--- src/rtl/core/i32alu_pkg.sv ---
package i32alu_pkg;

    localparam int DataW = 32;
    localparam int QueueDepthDefault = 2;

    typedef enum logic [4:0] {
        OP_ADD  = 5'd0,
        OP_SUB  = 5'd1,
        OP_MUL  = 5'd2,
        OP_DIV  = 5'd3,
        OP_MOD  = 5'd4,
        OP_OR   = 5'd5,
        OP_XOR  = 5'd6,
        OP_AND  = 5'd7,
        OP_LSH  = 5'd8,
        OP_RSH  = 5'd9,
        OP_URSH = 5'd10,
        OP_NOT  = 5'd11,
        OP_NEG  = 5'd12,
        OP_LT   = 5'd13,
        OP_LE   = 5'd14,
        OP_GT   = 5'd15,
        OP_GE   = 5'd16,
        OP_EQ   = 5'd17,
        OP_NE   = 5'd18
    } op_t;

    localparam logic [1:0] KIND_INT  = 2'd0;
    localparam logic [1:0] KIND_BOOL = 2'd1;
    localparam logic [1:0] KIND_DBL  = 2'd2;

    // classified beat handed from front to back
    typedef struct packed {
        logic              early_fail;
        logic [4:0]        op;
        logic [DataW-1:0]  a;
        logic [DataW-1:0]  b;
    } work_t;

endpackage

--- src/rtl/core/i32alu_queue.sv ---
module i32alu_queue #(
    parameter int Depth = i32alu_pkg::QueueDepthDefault
) (
    input  logic               clk,
    input  logic               rst_n,
    input  logic               in_valid,
    output logic               in_ready,
    input  i32alu_pkg::work_t  in_data,
    output logic               out_valid,
    input  logic               out_ready,
    output i32alu_pkg::work_t  out_data
);

    localparam int AW = (Depth > 1) ? $clog2(Depth) : 1;

    i32alu_pkg::work_t  mem_reg [Depth];
    logic [AW-1:0]      wr_ptr_reg, rd_ptr_reg;
    logic [AW:0]        count_reg;
    logic               push, pop;

    always_comb
    begin
        in_ready  = (count_reg != (AW+1)'(Depth)) || out_ready;
        out_valid = (count_reg != '0);
        out_data  = mem_reg[rd_ptr_reg];
        push      = in_valid && in_ready;
        pop       = out_valid && out_ready;
    end

    // store payload
    always_ff @(posedge clk)
    begin
        if (push)
        begin
            mem_reg[wr_ptr_reg] <= in_data;
        end
    end

    // advance pointers
    always_ff @(posedge clk or negedge rst_n)
    begin
        if (!rst_n)
        begin
            wr_ptr_reg <= '0;
            rd_ptr_reg <= '0;
            count_reg  <= '0;
        end
        else
        begin
            if (push)
            begin
                wr_ptr_reg <= (wr_ptr_reg == AW'(Depth - 1)) ? '0 : wr_ptr_reg + 1'b1;
            end
            if (pop)
            begin
                rd_ptr_reg <= (rd_ptr_reg == AW'(Depth - 1)) ? '0 : rd_ptr_reg + 1'b1;
            end
            count_reg <= count_reg + (AW+1)'(push) - (AW+1)'(pop);
        end
    end

endmodule

--- config.mk ---
export PLATFORM = sky130hd
export DESIGN_NAME = i32alu_queue
export DESIGN_NICKNAME = d
export VERILOG_FILES = /design/src/rtl/core/i32alu_pkg.sv /design/src/rtl/core/i32alu_queue.sv
export SDC_FILE = /design/constraint.sdc
export NUM_CORES = 1
export LEC_CHECK = 0
export BUFFER_PORTS_ARGS = -buffer_cell sky130_fd_sc_hd__buf_2
export CORE_MARGIN = 2
export CORE_UTILIZATION = 45
export CTS_CLUSTER_DIAMETER = 60
export DETAILED_ROUTE_END_ITERATION = 8
export PLACE_DENSITY = 0.7
export REMOVE_ABC_BUFFERS = 1
export SYNTH_ARGS = -nofsm -noshare
export SYNTH_HDL_FRONTEND = slang
export SYNTH_SLANG_ARGS = --single-unit
--- constraint.sdc ---
create_clock -name clk -period 4.8 [get_ports clk]
set_clock_uncertainty 0.05 [all_clocks]
set_input_delay 0.96 -clock clk [delete_from_list [all_inputs] [get_ports clk]]
set_output_delay 0.96 -clock clk [all_outputs]
set_load 0.02 [all_outputs]
# [Yosys cells after proc, flatten, opt, wreduce, memory -nomap -nowiden]
# Memory sizes are Yosys's and may differ from the RTL's.
# Cells that the tools add are included.
[totals] output_inout_bits=72 memories=1 regBits=4 wordCells=17 mem_bits_rw=140
[classes] eq_ne=1 n_mux=4 addsub=4 n_reduce_logical=4
[mem_list] name="mem_reg" words=2 width=70 read_ports=1 rd_ports_with_merged_regs=0 write_ports=1 line="i32alu_queue.sv:16" text="i32alu_pkg::work_t mem_reg [Depth];"
[op_table] cell="$mux 1" n=4
[op_table] cell="$add 1x1->1 const B" n=2
[op_table] cell="$add 2x1->2" n=1
[op_table] cell="$logic_and 1x1->1" n=2
[op_table] cell="$ne 2x2->1 const B" n=1
[op_table] cell="$reduce_bool 2->1" n=1
[op_table] cell="$sub 2x1->2" n=1
[op_table] cell="$logic_or 1x1->1" n=1

# [Logic depth before layout (Yosys ltp)]
# Gate-level depths: netlist of run 1.
[depth] word_depth=5 depth_mapped=8 ltp_nobuf=8

# [Worst setup path before layout of run 1]
# No wires, ideal clock.
[synth_timing] path_type="in2reg" start="input port in_valid" end="memory mem_reg[0][0] (netlist name), enable pin" required_time_ns=4.252 path_stages=2 n_path_buf=0 arrival_time_ns=3.950 path_slack_ns=0.302 path_cell_list="nand2b_1 -> nor2_1"
[synth_between] elab_chain_cells=3
[synth_rtl] element="start, declared" line="i32alu_queue.sv:6" text="input logic in_valid,"
[synth_rtl] element="$logic_and 1x1->1" line="i32alu_queue.sv:26" text="push = in_valid && in_ready;"
[synth_rtl] element="$mux 1" line="i32alu_queue.sv:33" text="if (push)"
[synth_rtl] element="$mux 1 (not written as such)" line="i32alu_queue.sv:35" text="mem_reg[wr_ptr_reg] <= in_data;"
[synth_rtl] element="end, declared" line="i32alu_queue.sv:16"
# Every way passes these cells.

==> results of run 1 <==
## area by class of cell
type | instances | share of cell area
Clock buffer | 25 | 0.0702
Clock inverter | 7 | 0.0119
Inverter | 2 | 0.00106
Multi-Input combinational cell | 85 | 0.168
Sequential cell | 144 | 0.611
Tap cell | 168 | 0.0298
Timing Repair Buffer | 148 | 0.108
## metal layers
metal,global-route usage,part of all wire
met4,0.0667,0.016
met3,0.0612,0.074
met2,0.237,0.51
met5,0,0
met1,0.163,0.40
## per-stage QoR
step	area, um^2	std cells	utilization
finish	7050	579	0.582
global placement	6470	547	0.535
global route	7050	579	0.582
detailed placement	6470	547	0.535
floorplan	5490	231	-
CTS	7050	579	0.582
## cell families after synthesis
family	after synthesis	synth area share
muxes	70	0.186
xor gates and xnor gates	3	0.00466
and+or+nand+nor	8	0.0111
AOI/OAI and AO/OA	2	0.00266
buffers and inverters	10	0.0282
adders and majority gates	2	0.00444
DFF	144	0.763
## report_power, final
group	switching, mW	total (mW)	internal, mW
registers	0.148	1.85	1.70
clock network	0.452	1.27	0.814
logic	0.777	1.46	0.681
## cell usage after synthesis
master,number
edfxtp_1,140
mux2_4,69
buf_12,7
dfrtp_1,4
ha_1,2
nand2b_1,2
xnor2_1,2
and3_1,1
buf_6,1
inv_1,1
inv_2,1
mux2_2,1
nand2_1,1
nand4bb_1,1
nor2_1,1
nor3b_4,1
o211ai_1,1
o21a_1,1
or2_2,1
xor2_1,1
## worst max-delay path: cells and delay by family, from the launching register on
kind	cells	cell delay, ns
buffers and inverters	2	0.63
DFF	1	0.82
muxes	1	0.34
## final timing paths
check | cells after the start | end | slack, ns
max in group asynchronous | 1 | rd_ptr_reg | 4.27
min in group clk | 1 | count_reg[1] | 0.53
worst max-delay path | 3 | out_data[28] | 1.55
worst min-delay path | 1 | wr_ptr_reg | 0.29
worst min register to register | 1 | count_reg[1] | 0.53
worst max register to register | 3 | mem_reg[0][49] | 2.72
==> run summary, run 1 <==
Clock sinks -> 144
CTS buffer count -> 17
DR vias -> 2683
Slew Viols, Final -> 0
Post-CTS sizing -> 0
Std-Cell Rows -> 40
Die area -> 13400 um^2
Pwr Total -> 4.57 mW
IO Pins -> 146
Worst EP arrival -> 2.24 ns
Crit path capture type -> output port
Starting density of the core -> 0.466
Yosys warns -> 0
Dominant cells by area after synthesis -> edfxtp_1 (75%), mux2_4 (18%), buf_12 (2.5%)
Clock transition at path regs -> 0.05 ns
Placer Congestion -> 0.705
Max reg flops -> 140
Syn Area/Cell -> 23.6 um^2
Yosys cell types -> 20
Hold slack final -> 0.288 ns
Worst setup SP type -> flip-flop
Initial antenna violation count -> 0
Worst path max stage delay -> 0.82 ns
Synth Register Bits -> 144
Detailed-route wire length -> 9280 um
Worst rel slew slack -> 0.349
CP max-delay cell -> dfrtp_4
Final setup margin -> 1.55 ns
Vias in the first global route -> 2826
RSZ-0062 raised after global routing -> false
Setup TNS -> 0 ns
Most common cell after layout, fill and taps aside -> buf_2
Area Overhead vs Synth -> 25.1%
Core area -> 12100 um^2
Vias per inst -> 4.63
Critical path required time -> 3.79 ns
Fin. Hold Viols -> 0
Reg area -> 4310 um^2
Max_cap viols -> 0
CP startpoint -> rd_ptr_reg
Largest net degree at the start of global routing -> 71
Global-route wire length before repair -> 14000 um
Ant. Diodes -> 0
Worst-Margin Slew -> 0.976 ns
DRC -> 0
Tcrit/Tclk final -> 0.678
Final setup viols -> 0
Pwr dens -> 648 nW/um^2
Pre-CTS setup slack -> 1.95 ns
Top cell type's share of synthesized area -> 0.746
Cts hold-fix bufs -> 0
Outcome -> complete, no violations
Share of cells above drive strength 1 -> 0.611
GRT overflow -> 0
FF-to-FF Start -> count_reg[1]
HPWL Detailed -> 6010 um
Clk root buf -> clkbuf_16
Critical Setup Path Class -> reg -> out
Die width -> 116 um
Antenna Violating Nets Remaining -> 0
Bufs on Longest Clock Path -> 2
Share of the yosys chip area belonging to registers -> 0.763
IR drop worst, VDD -> 0.521 mV
Post-CTS setup buffers -> 0
Tmin final -> 3.25 ns
Drt initial violations -> 177
Mapped Cells -> 239
Synth Cell Area -> 5640 um^2
Area occupied by multi-input gates -> 1190 um^2
Tightest Hold Check Type -> in -> async
Worst-path maximum fanout -> 33
Post-synth top area cell -> edfxtp_1
Drt pass-1 iters -> 4
Die Ht -> 116 um
GRT Util Overall -> 0.144
Filler cells -> 964
H-tree depth -> 4
Worst path cell trace -> buf_4, mux2_4, buf_2
FMAX -> 307 MHz
Most frequent cells in the layout -> buf_2 (145), edfxtp_1 (140), mux2_4 (69)
Leakage -> 2.86 nW
Avg WL per Cell -> 16.0 um
Fin nets -> 474
CTS tree -> built
Port buffer count -> 145
Clk_lat worst skew -> 0.42 ns
Note: power is estimated with default switching activity, not from simulation.
==> run 2, diff against run 1 <==
Settings changed: ABC_AREA from default to 1, PLACE_DENSITY 0.7 to 0.73.
Clock period 4.8 ns to 2.9 ns, I/O delays scaled along.
==> run summary, run 2 <==
Max_cap viols -> 0 (unchanged)
Crit path capture type -> output port
Die width -> 113 um (-2.4%)
Outcome -> finished, violations left
Port buffer count -> 145 (unchanged)
Final setup viols -> 0 (unchanged)
Finished Cell Area -> 6790 um^2 (-3.8%)
Largest net degree at the start of global routing -> 72 (+1.4%)
Std-Cell Rows -> 39 (-2.5%)
Avg WL per Cell -> 13.9 um (-13%)
Cell repeated most along the worst path -> nand2_1
Drt pass-1 iters -> 6 (+2)
IR drop worst, VDD -> 0.909 mV (+74%)
Pwr dens -> 1080 nW/um^2 (+66%)
CP max-delay cell -> dfrtp_2
Yosys cell types -> 15 (-25%)
H-tree depth -> 4 (unchanged)
Failing checks -> DRC
Cts hold-fix bufs -> 1 (+1)
Placer Congestion -> 0.724 (+2.7%)
Die Ht -> 113 um (-2.4%)
CTS tree -> built
Count leader, synth -> nand2_1
Vias per inst -> 4.62 (-0.40%)
Clock transition at path regs -> 0.06 ns (about the same)
Most frequent cells in the layout -> nand2_1 (218), buf_2 (145), edfxtp_1 (140)
CTS buffer count -> 17 (unchanged)
Post-synth top area cell -> edfxtp_1
Syn Area/Cell -> 13.6 um^2 (-43%)
Hold slack final -> 0.317 ns (+0.0294 ns)
Worst path cell trace -> inv_6, nand2_1, nand2_1, buf_2
Worst-Margin Slew -> 0.558 ns (-0.418 ns)
Worst path max stage delay -> 0.55 ns (-0.27 ns)
HPWL Detailed -> 6180 um (+2.8%)
Share of the yosys chip area belonging to registers -> 0.802 (+0.0386)
Post-CTS sizing -> 0 (unchanged)
Starting density of the core -> 0.466 (+0.000503)
DP Area -> 6230 um^2 (-3.8%)
Share of cells above drive strength 1 -> 0.333 (-0.277)
Main synth FF type -> edfxtp_1
Post-synth EDFFs -> 140 (unchanged)
Antenna Violating Nets Remaining -> 0 (unchanged)
Bufs on Longest Clock Path -> 2 (unchanged)
Drt initial violations -> 180 (+1.7%)
GRT Util Overall -> 0.160 (+0.0169)
Core area -> 11500 um^2 (-4.9%)
Worst rel slew slack -> 0.628 (+0.279)
Area Overhead vs Synth -> 26.4%
DR vias -> 3263 (+22%)
Top cell type's share of synthesized area -> 0.783 (+0.0377)
Worst setup SP type -> flip-flop
DRC -> 8 (+8)
Global-route wire length before repair -> 15800 um (+13%)
Post-CTS setup buffers -> 0 (unchanged)
GRT overflow -> 0 (unchanged)
Tmin final -> 2.47 ns
Detailed-route wire length -> 9800 um (+5.6%)
Clock sinks -> 144 (unchanged)
Fin nets -> 627 (+32%)
Most common cell after layout, fill and taps aside -> nand2_1
Leakage -> 2.95 nW (+3.3%)
Max reg flops -> 140 (unchanged)
Clk root buf -> clkbuf_16
Synth Cell Area -> 5370 um^2 (-4.8%)
Slew Viols, Final -> 0 (unchanged)
RSZ-0062 raised after global routing -> false
Fin. Hold Viols -> 0 (unchanged)
Synth cell count leaders -> nand2_1 (218), edfxtp_1 (140), buf_6 (8)
Synth Register Bits -> 144 (unchanged)
Clk_lat worst skew -> 0.40 ns (-0.02 ns)
Synth async-reset ratio -> 0.0278 (unchanged)
IO Pins -> 146 (unchanged)
Mapped Cells -> 396 (+66%)
Ant. Diodes -> 0 (unchanged)
Worst-path maximum fanout -> 71 (+120%)
Critical path required time -> 2.27 ns (-1.52 ns)
Tcrit/Tclk final -> 0.851
Die area -> 12800 um^2 (-4.7%)
Critical Setup Path Class -> reg -> out
Vias in the first global route -> 3300 (+17%)
Worst EP arrival -> 1.84 ns (-0.40 ns)
FMAX -> 405 MHz
Yosys warns -> 0 (unchanged)
Initial antenna violation count -> 0 (unchanged)
Tightest Hold Check Type -> in -> reg
Dominant cells by area after synthesis -> edfxtp_1 (78%), nand2_1 (15%), dfrtp_1 (1.9%)
## run 2: cell type report
type,count,area [um^2]
Inverter,9,40.0
Tap cell,143,179
Clock buffer,17,425
Fill cell,943,4730
Timing Repair Buffer,151,811
Sequential cell,144,4310
Multi-Input combinational cell,228,906
Clock inverter,15,120
## run 2: stage by stage
stage	power [mW]	setup WS (ns)	TNS (ns)	utilization	cells
after global routing	7.72	0.275	0	0.589	707
after floorplan	4.51	-1.42	-99.08	-	381
final	7.30	0.432	0	0.589	707
after detailed placement	5.42	0.834	0	0.541	674
after CTS	7.40	0.393	0	0.589	707
after global placement	5.37	0.839	0	0.541	674
## run 2: report_power, final
group | internal (mW) | switching, mW
clock | 1.17 | 0.800
combinational | 0.694 | 1.70
sequential | 2.79 | 0.142
total | 4.66 | 2.64
## run 2: worst paths after layout
check	to	from	slack [ns]	cells after the start
max reg2reg	mem_reg[1][0]	count_reg[1]	1.17	4
max	out_data[52]	rd_ptr_reg	0.43	4
min	mem_reg[0][67]	in_data[67]	0.32	1
min in group asynchronous	count_reg[0]	rst_n	0.46	2
max in group asynchronous	rd_ptr_reg	rst_n	2.20	2
min reg2reg	wr_ptr_reg	wr_ptr_reg	0.44	2
## run 2: cell families after synthesis
kind of cell  share of synthesized area
fa+ha+maj                       0.00466
buf+inv                          0.0308
xor+xnor                        0.00326
flops                             0.802
simple gates                      0.159
## run 2: routing by layer
layer	vias up	share of wire	global-route usage
met5	-	0	0
met1	1510	0.43	0.198
met3	4	0.074	0.0616
met4	0	0.0054	0.0480
met2	104	0.49	0.265
li1	1645	-	-
## run 2: critical path: cells and delay by family, from the launching register on
family / cells / cell delay, ns
buffers and inverters: 2 / 0.63
and+or+nand+nor: 2 / 0.23
DFF: 1 / 0.55
==> run 3, diff against run 2 <==
Settings changed: CORE_ASPECT_RATIO from default to 0.5.
==> run summary, run 3 (synthesized netlist as in run 2, its figures left out) <==
FF-to-FF Start -> count_reg[1]
Antenna Violating Nets Remaining -> 0 (unchanged)
Clk root buf -> clkbuf_16
Leakage -> 2.97 nW (+0.59%)
Worst rel slew slack -> 0.634 (+0.00630)
Slew Viols, Final -> 0 (unchanged)
Internal -> 4.82 mW (+3.5%)
Worst Hold End -> mem_reg[1][27]
Tmin final -> 2.38 ns (-0.0917 ns)
Outcome -> complete, no violations
Crit path capture type -> output port
Max reg flops -> 140 (unchanged)
Post-CTS setup buffers -> 0 (unchanged)
Critical path required time -> 2.27 ns (about the same)
Tcrit/Tclk final -> 0.819 (-0.0316)
Starting density of the core -> 0.457 (-0.00875)
Vias per inst -> 4.56 (-1.1%)
Max_cap viols -> 0 (unchanged)
Critical R2R Capture -> mem_reg[0][17]
Clock Power Share -> 0.289 (+0.019)
Worst-path maximum fanout -> 71 (unchanged)
Share of cells above drive strength 1 -> 0.334 (+0.000592)
Worst EP arrival -> 1.75 ns (-0.09 ns)
Reg2Reg Setup Slack -> 1.20 ns (+0.03 ns)
Worst-Margin Slew -> 0.549 ns (-0.00945 ns)
FMAX -> 421 MHz (+3.9%)
Most frequent cells in the layout -> nand2_1 (218), buf_2 (145), edfxtp_1 (140)
Die width -> 158 um (+40%)
Area Overhead vs Synth -> 27.5%
Sw Ratio -> 0.356 (-0.00601)
Clock transition at path regs -> 0.06 ns (about the same)
Most common cell after layout, fill and taps aside -> nand2_1
Final setup viols -> 0 (unchanged)
CTS tree -> built
Critical Setup Path Class -> reg -> out
Pwr dens -> 1090 nW/um^2 (+1.7%)
Fin nets -> 626 (-0.16%)
IO Pins -> 146 (unchanged)
IR drop worst, VDD -> 0.745 mV (-18%)
Tightest Hold Check Type -> in -> reg
Sequential power share -> 0.392 (-0.010)
H-tree depth -> 4 (unchanged)
Drt initial violations -> 221 (+23%)
Drt pass-1 iters -> 4 (-2)
Hold path startpoint -> in_data[27]
HPWL Detailed -> 6500 um (+5.1%)
GRT overflow -> 0 (unchanged)
Hold slack final -> 0.313 ns (-0.00432 ns)
Die area -> 12900 um^2 (+0.41%)
Filler cells -> 953 (+1.1%)
Clk_lat worst skew -> 0.40 ns (about the same)
Fin. Hold Viols -> 0 (unchanged)
DRC -> 0 (-8)
Combinational share of power -> 0.320 (-0.008)
Global-route wire length before repair -> 15300 um (-3.1%)
Hold Path Stages -> 1 (unchanged)
Finished Cell Area -> 6840 um^2 (+0.83%)
Placed Instances -> 695 (+3.1%)
DP Area -> 6240 um^2 (+0.12%)
GRT Util Overall -> 0.161 (+0.000913)
Detailed-route wire length -> 10300 um (+5.2%)
Core area -> 11700 um^2 (+1.9%)
Vias in the first global route -> 3180 (-3.6%)
DR vias -> 3323 (+1.8%)
Placer Congestion -> 0.728 (+0.46%)
Port buffer count -> 145 (unchanged)
Worst setup SP type -> flip-flop
Layout Cells excl Fill -> 728 (+3.0%)
Bufs on Longest Clock Path -> 2 (unchanged)
Worst R2R Path Depth -> 4 (unchanged)
CTS buffer count -> 17 (unchanged)
Switching power total -> 2.66 mW (+0.85%)
Initial antenna violation count -> 1 (+1)
RSZ-0062 raised after global routing -> false
Die Ht -> 81.2 um (-28%)
Avg WL per Cell -> 14.2 um (+2.1%)
Ant. Diodes -> 0 (unchanged)
Clock sinks -> 144 (unchanged)
Std-Cell Rows -> 28 (-28%)
Largest net degree at the start of global routing -> 72 (unchanged)
[run 3: worst max path at each step]
| stage | startpoint | to |
|---|---|---|
| 3_3_place_gp | rd_ptr_reg | out_data[33] |
| 5_1_grt | rd_ptr_reg | out_data[39] |
| 3_5_place_dp | out_ready | mem_reg[0][8] |
| 2_1_floorplan | out_ready | mem_reg[1][0] |
| 6_report | rd_ptr_reg | out_data[18] |
| 4_1_cts | rd_ptr_reg | out_data[33] |
[run 3: layout make-up]
cell class	count	area, um^2	area share
timing repair buffer	150	791	0.116
tap	165	206	0.0302
clock buffer	18	429	0.0627
clock inverter	14	165	0.0241
sequential	144	4310	0.629
multi-input combinational	228	906	0.132
inverter	9	40.0	0.00585
[run 3: per-layer routing]
metal,part of all wire,track usage,vias up
met2,0.53,0.275,80
met4,0.013,0.0829,2
met3,0.041,0.0406,14
li1,-,-,1640
met5,0.00068,0,-
met1,0.42,0.194,1587
[run 3: timing repair]
item / CTS / global route
endpoints found under the setup margin: 0 / 0
resized for setup: 0 / 0
endpoints found under the hold margin: 4 / 0
hold buffers: 1 / 0
[run 3: stage by stage]
stage                     utilization  setup slack [ns]  power (mW)  setup TNS (ns)
after floorplan                     -             -1.42        4.51          -99.08
after global placement          0.532             0.921        5.37               0
final                           0.583             0.524        7.49               0
after CTS                       0.583             0.478        7.57               0
after global routing            0.583             0.376        7.89               0
after detailed placement        0.532             0.902        5.41               0
[run 3: worst max-delay path, cell delays in order (launching register included)]
cell and delay, ns:
dfrtp_2 0.51, inv_6 0.42, nand2_1 0.13, nand2_1 0.08, buf_2 0.15
[run 3: power groups by stage]
stage	sequential (mW)	clock, mW	combinational (mW)
final	2.93	2.16	2.39
after global routing	2.97	2.28	2.63
after CTS	2.94	2.20	2.44
after detailed placement	2.98	0	2.43
after global placement	2.96	0	2.42
after floorplan	3.05	0	1.47
